## config.mk

```make
export PLATFORM = sky130hd
export DESIGN_NAME = differential_drive_heading_pd
export DESIGN_NICKNAME = d
export VERILOG_FILES = /design/src/sv/hpd_pkg.sv /design/src/sv/differential_drive_heading_pd.sv /design/src/sv/hpd_ctrl.sv /design/src/sv/hpd_datapath.sv
export SDC_FILE = /design/constraint.sdc
export NUM_CORES = 2
export LEC_CHECK = 0
export BUFFER_PORTS_ARGS = -buffer_cell sky130_fd_sc_hd__buf_2
export CORE_MARGIN = 3
export CORE_UTILIZATION = 49
export CTS_CLUSTER_DIAMETER = 30
export DETAILED_ROUTE_END_ITERATION = 8
export PLACE_DENSITY = 0.66
export SETUP_SLACK_MARGIN = 0.15
export SKIP_CTS_REPAIR_TIMING = 1
export SYNTH_ARGS = -nofsm -noshare
export SYNTH_HDL_FRONTEND = slang
export SYNTH_HIERARCHICAL = 1
export SYNTH_SLANG_ARGS = --single-unit
export TNS_END_PERCENT = 1
```

## constraint.sdc

```tcl
create_clock -name clk -period 9.01 [get_ports clk]
set_input_delay 1.802 -clock clk [delete_from_list [all_inputs] [get_ports clk]]
set_output_delay 1.802 -clock clk [all_outputs]
set_load 0.005 [all_outputs]
```

## src/sv/hpd_pkg.sv

```systemverilog
package hpd_pkg;

	// Widths of the datapath
	localparam int CFG_IDX_W   = 3;
	localparam int CFG_DATA_W  = 16;
	localparam int ATAN_IDX_W  = 5;
	localparam int VEC_W       = 27;
	localparam int PROD_W      = 34;
	localparam int ACC_W       = 35;

	// Configuration register indexes
	localparam logic [CFG_IDX_W-1:0] CFG_TARGET_X          = 3'd0;
	localparam logic [CFG_IDX_W-1:0] CFG_TARGET_Y          = 3'd1;
	localparam logic [CFG_IDX_W-1:0] CFG_PROP_GAIN         = 3'd2;
	localparam logic [CFG_IDX_W-1:0] CFG_DERIV_GAIN        = 3'd3;
	localparam logic [CFG_IDX_W-1:0] CFG_BASE_SPEED        = 3'd4;
	localparam logic [CFG_IDX_W-1:0] CFG_REVERSE_THRESHOLD = 3'd5;

	// Configuration reset values
	localparam logic [15:0] RST_TARGET_X          = 16'd0;
	localparam logic [15:0] RST_TARGET_Y          = 16'd0;
	localparam logic [15:0] RST_PROP_GAIN         = 16'd32170;
	localparam logic [15:0] RST_DERIV_GAIN        = 16'd4021;
	localparam logic [14:0] RST_BASE_SPEED        = 15'd7680;
	localparam logic [14:0] RST_REVERSE_THRESHOLD = 15'd18022;

	// Half a turn in binary angle units
	localparam logic [15:0] HALF_TURN = 16'h8000;

	typedef enum logic [2:0] {
		ST_IDLE,
		ST_ITER,
		ST_ERR,
		ST_MULP,
		ST_MULD,
		ST_SUM,
		ST_OUT
	} hpd_state_t;

	// Commands from controller to datapath
	typedef struct packed {
		logic                  load;
		logic                  iter;
		logic [ATAN_IDX_W-1:0] iter_idx;
		logic                  err;
		logic                  mulp;
		logic                  muld;
		logic                  sum;
		logic                  out_load;
	} hpd_cmd_t;

	// Rounded atan(2^-i) in binary angle units
	function automatic logic [15:0] atan_lut(input logic [ATAN_IDX_W-1:0] idx);
		logic [15:0] v;
		case (idx)
			5'd0:    v = 16'd8192;
			5'd1:    v = 16'd4836;
			5'd2:    v = 16'd2555;
			5'd3:    v = 16'd1297;
			5'd4:    v = 16'd651;
			5'd5:    v = 16'd326;
			5'd6:    v = 16'd163;
			5'd7:    v = 16'd81;
			5'd8:    v = 16'd41;
			5'd9:    v = 16'd20;
			5'd10:   v = 16'd10;
			5'd11:   v = 16'd5;
			5'd12:   v = 16'd3;
			5'd13:   v = 16'd1;
			5'd14:   v = 16'd1;
			default: v = 16'd0;
		endcase
		return v;
	endfunction

endpackage

```

## src/sv/differential_drive_heading_pd.sv

```systemverilog
// An accepted pose runs through the iterative CORDIC unit, one vectoring step
// per cycle, then error, the shared multiplier (proportional, then derivative),
// sum and output load; a new pose is taken only once the controller is idle.
// Reset (arst_n low, asynchronous): controller idle, no result pending,
// configuration registers at their reset values, previous (derivative) error cleared.
module differential_drive_heading_pd #(
	parameter int CORDIC_STEPS = 16
) (
	input  logic                           clk,
	input  logic                           arst_n,
	input  logic                           cfg_wr_en,
	input  logic [hpd_pkg::CFG_IDX_W-1:0]  cfg_index,
	input  logic [hpd_pkg::CFG_DATA_W-1:0] cfg_data,
	input  logic                           in_valid,
	output logic                           in_stall,
	input  logic signed [15:0]             robot_x,
	input  logic signed [15:0]             robot_y,
	input  logic [15:0]                    robot_heading,
	output logic                           out_valid,
	input  logic                           out_stall,
	output logic signed [15:0]             left_speed,
	output logic signed [15:0]             right_speed,
	output logic                           reversed
);

	hpd_pkg::hpd_cmd_t cmd;

	// Sequence one transaction through the datapath
	hpd_ctrl #(
		.STEPS (CORDIC_STEPS)
	) u_ctrl (
		.clk       (clk),
		.arst_n    (arst_n),
		.in_valid  (in_valid),
		.in_stall  (in_stall),
		.out_stall (out_stall),
		.out_valid (out_valid),
		.cmd       (cmd)
	);

	// Bearing, error, PD term and wheel mapping
	hpd_datapath u_dp (
		.clk           (clk),
		.arst_n        (arst_n),
		.cfg_wr_en     (cfg_wr_en),
		.cfg_index     (cfg_index),
		.cfg_data      (cfg_data),
		.robot_x       (robot_x),
		.robot_y       (robot_y),
		.robot_heading (robot_heading),
		.cmd           (cmd),
		.left_speed    (left_speed),
		.right_speed   (right_speed),
		.reversed      (reversed)
	);

endmodule

```

## src/sv/hpd_ctrl.sv

```systemverilog
module hpd_ctrl #(
	parameter int STEPS = 16
) (
	input  logic             clk,
	input  logic             arst_n,
	input  logic             in_valid,
	output logic             in_stall,
	input  logic             out_stall,
	output logic             out_valid,
	output hpd_pkg::hpd_cmd_t cmd
);

	localparam int CNT_W = (STEPS > 1) ? $clog2(STEPS) : 1;
	localparam logic [CNT_W-1:0] LAST_ITER = CNT_W'(STEPS - 1);

	hpd_pkg::hpd_state_t state_q, state_nx;
	logic [CNT_W-1:0]    cnt_q;
	logic                out_valid_q;
	logic                accept;
	logic                out_free;

	assign accept   = in_valid && (state_q == hpd_pkg::ST_IDLE);
	assign out_free = !out_valid_q || !out_stall;

	// Next state
	always_comb begin
		state_nx = state_q;
		case (state_q)
			hpd_pkg::ST_IDLE: begin
				if (in_valid)
					state_nx = hpd_pkg::ST_ITER;
			end
			hpd_pkg::ST_ITER: begin
				if (cnt_q == LAST_ITER)
					state_nx = hpd_pkg::ST_ERR;
			end
			hpd_pkg::ST_ERR:  state_nx = hpd_pkg::ST_MULP;
			hpd_pkg::ST_MULP: state_nx = hpd_pkg::ST_MULD;
			hpd_pkg::ST_MULD: state_nx = hpd_pkg::ST_SUM;
			hpd_pkg::ST_SUM:  state_nx = hpd_pkg::ST_OUT;
			hpd_pkg::ST_OUT: begin
				if (out_free)
					state_nx = hpd_pkg::ST_IDLE;
			end
			default: state_nx = hpd_pkg::ST_IDLE;
		endcase
	end

	// Commands to the datapath
	always_comb begin
		cmd          = '0;
		cmd.iter_idx = hpd_pkg::ATAN_IDX_W'(cnt_q);
		case (state_q)
			hpd_pkg::ST_IDLE: cmd.load     = accept;
			hpd_pkg::ST_ITER: cmd.iter     = 1'b1;
			hpd_pkg::ST_ERR:  cmd.err      = 1'b1;
			hpd_pkg::ST_MULP: cmd.mulp     = 1'b1;
			hpd_pkg::ST_MULD: cmd.muld     = 1'b1;
			hpd_pkg::ST_SUM:  cmd.sum      = 1'b1;
			hpd_pkg::ST_OUT:  cmd.out_load = out_free;
			default:          cmd          = '0;
		endcase
	end

	// Advance state, iteration count and output valid
	always_ff @(posedge clk or negedge arst_n) begin
		if (!arst_n) begin
			state_q     <= hpd_pkg::ST_IDLE;
			cnt_q       <= '0;
			out_valid_q <= 1'b0;
		end else begin
			state_q <= state_nx;
			if (state_q == hpd_pkg::ST_ITER)
				cnt_q <= cnt_q + 1'b1;
			else
				cnt_q <= '0;
			if (cmd.out_load)
				out_valid_q <= 1'b1;
			else if (!out_stall)
				out_valid_q <= 1'b0;
		end
	end

	assign in_stall  = (state_q != hpd_pkg::ST_IDLE);
	assign out_valid = out_valid_q;

endmodule

```

## src/sv/hpd_datapath.sv

```systemverilog
module hpd_datapath (
	input  logic                                clk,
	input  logic                                arst_n,
	input  logic                                cfg_wr_en,
	input  logic [hpd_pkg::CFG_IDX_W-1:0]       cfg_index,
	input  logic [hpd_pkg::CFG_DATA_W-1:0]      cfg_data,
	input  logic signed [15:0]                  robot_x,
	input  logic signed [15:0]                  robot_y,
	input  logic [15:0]                         robot_heading,
	input  hpd_pkg::hpd_cmd_t                   cmd,
	output logic signed [15:0]                  left_speed,
	output logic signed [15:0]                  right_speed,
	output logic                                reversed
);

	localparam int VW = hpd_pkg::VEC_W;

	// Configuration registers
	logic signed [15:0] target_x_q;
	logic signed [15:0] target_y_q;
	logic [15:0]        prop_gain_q;
	logic [15:0]        deriv_gain_q;
	logic [14:0]        base_speed_q;
	logic [14:0]        rev_thr_q;

	// Working registers
	logic signed [VW-1:0]                x_q, y_q;
	logic [15:0]                         z_q;
	logic                                zero_q;
	logic [15:0]                         heading_q;
	logic signed [15:0]                  err_q;
	logic                                rev_q;
	logic signed [15:0]                  last_err_q;
	logic signed [hpd_pkg::PROD_W-1:0]   prod_q;
	logic signed [hpd_pkg::ACC_W-1:0]    acc_q;
	logic signed [15:0]                  left_q, right_q;
	logic                                reversed_q;

	// Load signals
	logic signed [16:0]    dx, dy;
	logic signed [VW-1:0]  x0, y0;

	// Iteration signals
	logic signed [VW-1:0]  xs, ys;
	logic [15:0]           atan_v;

	// Error signals
	logic [15:0]           brg;
	logic [15:0]           e_raw;
	logic signed [16:0]    e_ext;
	logic [16:0]           e_mag;
	logic                  e_rev;

	// Multiplier signals
	logic signed [16:0]                mul_a, mul_b;
	logic signed [hpd_pkg::PROD_W-1:0] mul_p;

	// Output signals
	logic signed [18:0]    corr_raw;
	logic signed [18:0]    base19;
	logic signed [18:0]    corr19;
	logic signed [15:0]    corr;
	logic signed [15:0]    base16;
	logic signed [15:0]    left_nx, right_nx;

	// Write configuration registers
	always_ff @(posedge clk or negedge arst_n) begin
		if (!arst_n) begin
			target_x_q   <= hpd_pkg::RST_TARGET_X;
			target_y_q   <= hpd_pkg::RST_TARGET_Y;
			prop_gain_q  <= hpd_pkg::RST_PROP_GAIN;
			deriv_gain_q <= hpd_pkg::RST_DERIV_GAIN;
			base_speed_q <= hpd_pkg::RST_BASE_SPEED;
			rev_thr_q    <= hpd_pkg::RST_REVERSE_THRESHOLD;
		end else if (cfg_wr_en) begin
			case (cfg_index)
				hpd_pkg::CFG_TARGET_X:          target_x_q   <= cfg_data;
				hpd_pkg::CFG_TARGET_Y:          target_y_q   <= cfg_data;
				hpd_pkg::CFG_PROP_GAIN:         prop_gain_q  <= cfg_data;
				hpd_pkg::CFG_DERIV_GAIN:        deriv_gain_q <= cfg_data;
				hpd_pkg::CFG_BASE_SPEED:        base_speed_q <= cfg_data[14:0];
				hpd_pkg::CFG_REVERSE_THRESHOLD: rev_thr_q    <= cfg_data[14:0];
				default: ;
			endcase
		end
	end

	// Form the target vector, scaled by 2^8; it is folded into the right half plane on load
	always_comb begin
		dx = 17'(target_x_q) - 17'(robot_x);
		dy = 17'(target_y_q) - 17'(robot_y);
		x0 = {{(VW - 25){dx[16]}}, dx, 8'd0};
		y0 = {{(VW - 25){dy[16]}}, dy, 8'd0};
	end

	// One vectoring step; arithmetic shift rounds toward minus infinity
	always_comb begin
		xs     = x_q >>> cmd.iter_idx;
		ys     = y_q >>> cmd.iter_idx;
		atan_v = hpd_pkg::atan_lut(cmd.iter_idx);
	end

	// Heading error and reversal decision
	always_comb begin
		brg   = zero_q ? 16'd0 : z_q;
		e_raw = heading_q - brg;
		e_ext = {e_raw[15], e_raw};
		e_mag = e_raw[15] ? 17'(-e_ext) : 17'(e_ext);
		e_rev = e_mag > {2'b00, rev_thr_q};
	end

	// Shared multiplier: proportional term, then derivative term
	always_comb begin
		if (cmd.muld) begin
			mul_a = {1'b0, deriv_gain_q};
			mul_b = 17'(err_q) - 17'(last_err_q);
		end else begin
			mul_a = {1'b0, prop_gain_q};
			mul_b = 17'(err_q);
		end
		mul_p = mul_a * mul_b;
	end

	// Scale, clamp and map the correction to wheel speeds
	always_comb begin
		corr_raw = acc_q[hpd_pkg::ACC_W-1:16];
		base19   = {4'd0, base_speed_q};
		if (corr_raw > base19)
			corr19 = base19;
		else if (corr_raw < -base19)
			corr19 = -base19;
		else
			corr19 = corr_raw;
		corr   = corr19[15:0];
		base16 = {1'b0, base_speed_q};
		if (!rev_q) begin
			if (corr > 16'sd0) begin
				left_nx  = base16;
				right_nx = base16 - corr;
			end else begin
				left_nx  = base16 + corr;
				right_nx = base16;
			end
		end else begin
			if (corr > 16'sd0) begin
				left_nx  = corr - base16;
				right_nx = -base16;
			end else begin
				left_nx  = -base16;
				right_nx = -base16 - corr;
			end
		end
	end

	// Hold the derivative history
	always_ff @(posedge clk or negedge arst_n) begin
		if (!arst_n)
			last_err_q <= '0;
		else if (cmd.muld)
			last_err_q <= err_q;
	end

	// Datapath registers
	always_ff @(posedge clk) begin
		if (cmd.load) begin
			x_q       <= dx[16] ? -x0 : x0;
			y_q       <= dx[16] ? -y0 : y0;
			z_q       <= dx[16] ? hpd_pkg::HALF_TURN : 16'd0;
			zero_q    <= (dx == 17'sd0) && (dy == 17'sd0);
			heading_q <= robot_heading;
		end else if (cmd.iter) begin
			if (!y_q[VW-1]) begin
				x_q <= x_q + ys;
				y_q <= y_q - xs;
				z_q <= z_q + atan_v;
			end else begin
				x_q <= x_q - ys;
				y_q <= y_q + xs;
				z_q <= z_q - atan_v;
			end
		end
		if (cmd.err) begin
			err_q <= e_rev ? {~e_raw[15], e_raw[14:0]} : e_raw;
			rev_q <= e_rev;
		end
		if (cmd.mulp || cmd.muld)
			prod_q <= mul_p;
		if (cmd.muld)
			acc_q <= hpd_pkg::ACC_W'(prod_q);
		else if (cmd.sum)
			acc_q <= acc_q + hpd_pkg::ACC_W'(prod_q);
		if (cmd.out_load) begin
			left_q     <= left_nx;
			right_q    <= right_nx;
			reversed_q <= rev_q;
		end
	end

	assign left_speed  = left_q;
	assign right_speed = right_q;
	assign reversed    = reversed_q;

endmodule

```

==> results.tsv <==
stage	metric	value	unit
detailed_routing	vias_per_cell	5.93	
floorplanning	core	80900	sq um
setup_path	cp.arrival	8.86	ns
global_route	grt_max_degree	73	
synth	yosysUniqueCellTypes	95	
synth	netlist_instances	4439	
detailed_routing	dr_total_vias	33700	
setup_path	worstSetupEndpointType	flop	
detailed_routing	routed_wl	115	mm
synth	synth_top_area_cell	edfxtp_1	
detailed_routing	wire_per_inst	20.2	um
setup_path	setup.worst_path.class	flop to flop	
setup_path	critPathSlowestCell	or4b_2	
placed_design	dp_hpwl	88.9	mm
synth	ys_warn_count	6	
timing	worstMarginPinSlew	1.17	ns
setup_path	slowest_delay	0.66	ns
timing	timing.fmax	118	MHz
placed_design	routabilityCongestion	0.959	
synth	syn_area_per_cell	9.05	sq um
synth	synth_flop_cell	edfxtp_1	
detailed_routing	drtAntennaViolNets	0	
timing	finalHoldViolations	0	
setup_path	path_max_fanout	8	
timing	post-route-period-util	0.941	
synth	synth-seq-cells	324	
global_route	grt_pass1_vias	32400	
clock_network	cts_buffers	85	
final_layout	multi_input_area	28700	sq um
setup_path	cp-start-kind	flop	
synth	synth_edf_count	206	
timing	timing.final.crit_period	8.48	ns
clock_network	clockBufferDepth	3	
clock_network	htree_levels	3	
global_route	grt_first_pass_wirelength	181	mm
synth	ys_top_cells_by_count	inv_1 (490), ha_1 (414), nand2_1 (402)	
final_layout	drive_gt1_frac	0.149	
final_layout	seqCellArea	9180	sq um
clock_network	clkTransAtPathRegs	0.05	ns
synth	synth_top_area_frac	0.154	
detailed_routing	firstDrtPassIters	7	
clock_network	clkLatencyLatePin	0.64	ns
global_route	gr-total-overflow	0	
floorplanning	die_area	85500	sq um
global_route	grtUsageTotal	0.265	
setup_path	required	9.39	ns
synth	synthTopCellsByArea	edfxtp_1 (15%), ha_1 (13%), fa_1 (11%)	
synth	ys_seq_area_frac	0.228	
floorplanning	die_w	292	um
detailed_routing	drt_first_iter_violations	2951	
synth	yosys.cell_count.top_type	inv_1	
synth	syn_nets	5146	
clock_network	cts_tree	yes	
clock_network	clock-sinks	324	
global_route	antenna_found_initial	1	
timing	setup_viol_count_final	0	
placed_design	port_buffers	106	
timing	rsz0062_at_grt	yes	
setup_path	path_common_cell	fa_1	
floorplanning	start_util	0.497	
placed_design	dp.cells	5519	
run	cap_viol_max_count	0	
floorplanning	fp-row-count	104	
floorplanning	num_io_pins	107	
timing	clock-skew-final	0.0298	ns
timing	slew_violations	0	
min_path	worstHoldPathType	flop to flop	
final_layout	syn2layout_area_growth	13.1	%
synth	async_flop_share	0.364	
final_layout	layout.nets	5264	
timing	slew_headroom	0.220	
final_layout	fillers	7262	
detailed_routing	drc_errors	0	
final_layout	final_cells	5692	
synth	syn_area	40200	sq um
floorplanning	die-height	292	um
status	status	finished, final reports clean	
clock_network	root_buffer	clkbuf_16	
## path summary, 6_finish.rpt
| kind | startpoint | end | slack, ns | cells after the start |
|---|---|---|---|---|
| max | u_dp/err_q[1]$_DFFE_PP_ | u_dp/prod_q[32]$_DFFE_PP_ | 0.53 | 33 |
| min in group asynchronous | arst_n | u_dp/last_err_q[0]$_DFFE_PN0P_ | 1.22 | 1 |
| max reg2reg | u_dp/err_q[1]$_DFFE_PP_ | u_dp/prod_q[32]$_DFFE_PP_ | 0.53 | 33 |
| max in group asynchronous | arst_n | u_dp/target_y_q[8]$_DFFE_PN0P_ | 6.34 | 2 |
| min | u_dp/rev_thr_q[7]$_DFFE_PN0P_ | u_dp/rev_thr_q[7]$_DFFE_PN0P_ | 0.50 | 1 |
| min reg2reg | u_dp/rev_thr_q[7]$_DFFE_PN0P_ | u_dp/rev_thr_q[7]$_DFFE_PN0P_ | 0.50 | 1 |
## area by class of cell
type                    count  area share
clock inverters            46      0.0121
flip-flops and latches    324       0.202
clock buffers             114      0.0551
inverters                 496      0.0410
well taps                1060      0.0292
repair buffers            207      0.0288
diodes                      2    0.000110
multi-input cells        3443       0.632
## flip-flops by register name, indices dropped and copies added (netlist names), 27 cells and up
signal,cells
u_dp/prod_q,34
u_dp/x_q,27
u_dp/acc_q,35
u_dp/y_q,27
## metrics by stage
stage	setup TNS [ns]	cell area [sq um]	setup WS (ns)	util	hold slack, ns
after floorplan	0	40200	0.157	-	0.447
after global placement	-0.00697	42100	-0.00697	0.520	0.471
after detailed placement	-0.148	42100	-0.148	0.520	0.488
after CTS	-0.131	45200	-0.131	0.558	0.493
after global routing	0	45400	0.136	0.561	0.513
final	0	45500	0.530	0.562	0.501
## kinds of logic (layout without fill, tap and decap cells)
| kind of cell | count (synthesis) | in the layout | share of synthesized area |
|---|---|---|---|
| xor gates and xnor gates | 283 | 283 | 0.0617 |
| other | 1 | 3 | 0.0000933 |
| adders and majority gates | 635 | 635 | 0.239 |
| DFF | 324 | 324 | 0.228 |
| AOI/OAI and AO/OA | 977 | 977 | 0.157 |
| buffers and inverters | 672 | 863 | 0.0652 |
| and+or+nand+nor | 1288 | 1288 | 0.151 |
| muxes | 259 | 259 | 0.0974 |
## worst max-delay path, delay by kind of cell (launching register included)
| family | cells | cell delay [ns] |
|---|---|---|
| compound gates | 13 | 2.33 |
| xor+xnor | 1 | 0.08 |
| fa+ha+maj | 8 | 3.67 |
| buf+inv | 4 | 0.33 |
| flops | 1 | 0.40 |
| simple gates | 7 | 1.42 |
## metal layers
metal | routed length, um | GRT usage
met3 | 8110 | 0.0432
met2 | 51500 | 0.418
met4 | 3840 | 0.0893
met1 | 51500 | 0.373
met5 | 0 | 0
## placed cells by master (no fill, tap or decap), types with 100 or more instances in the layout
cell,n
a21oi_1,218
buf_2,105
buf_4,100
edfxtp_1,206
fa_1,218
ha_1,410
inv_1,489
mux2_2,105
nand2_1,402
nor2_1,380
o21ai_0,249
xnor2_1,195
Power is left out: the tool's default activity adds up to more than one toggle a clock period on the data nets, which glitch-free logic cannot reach.
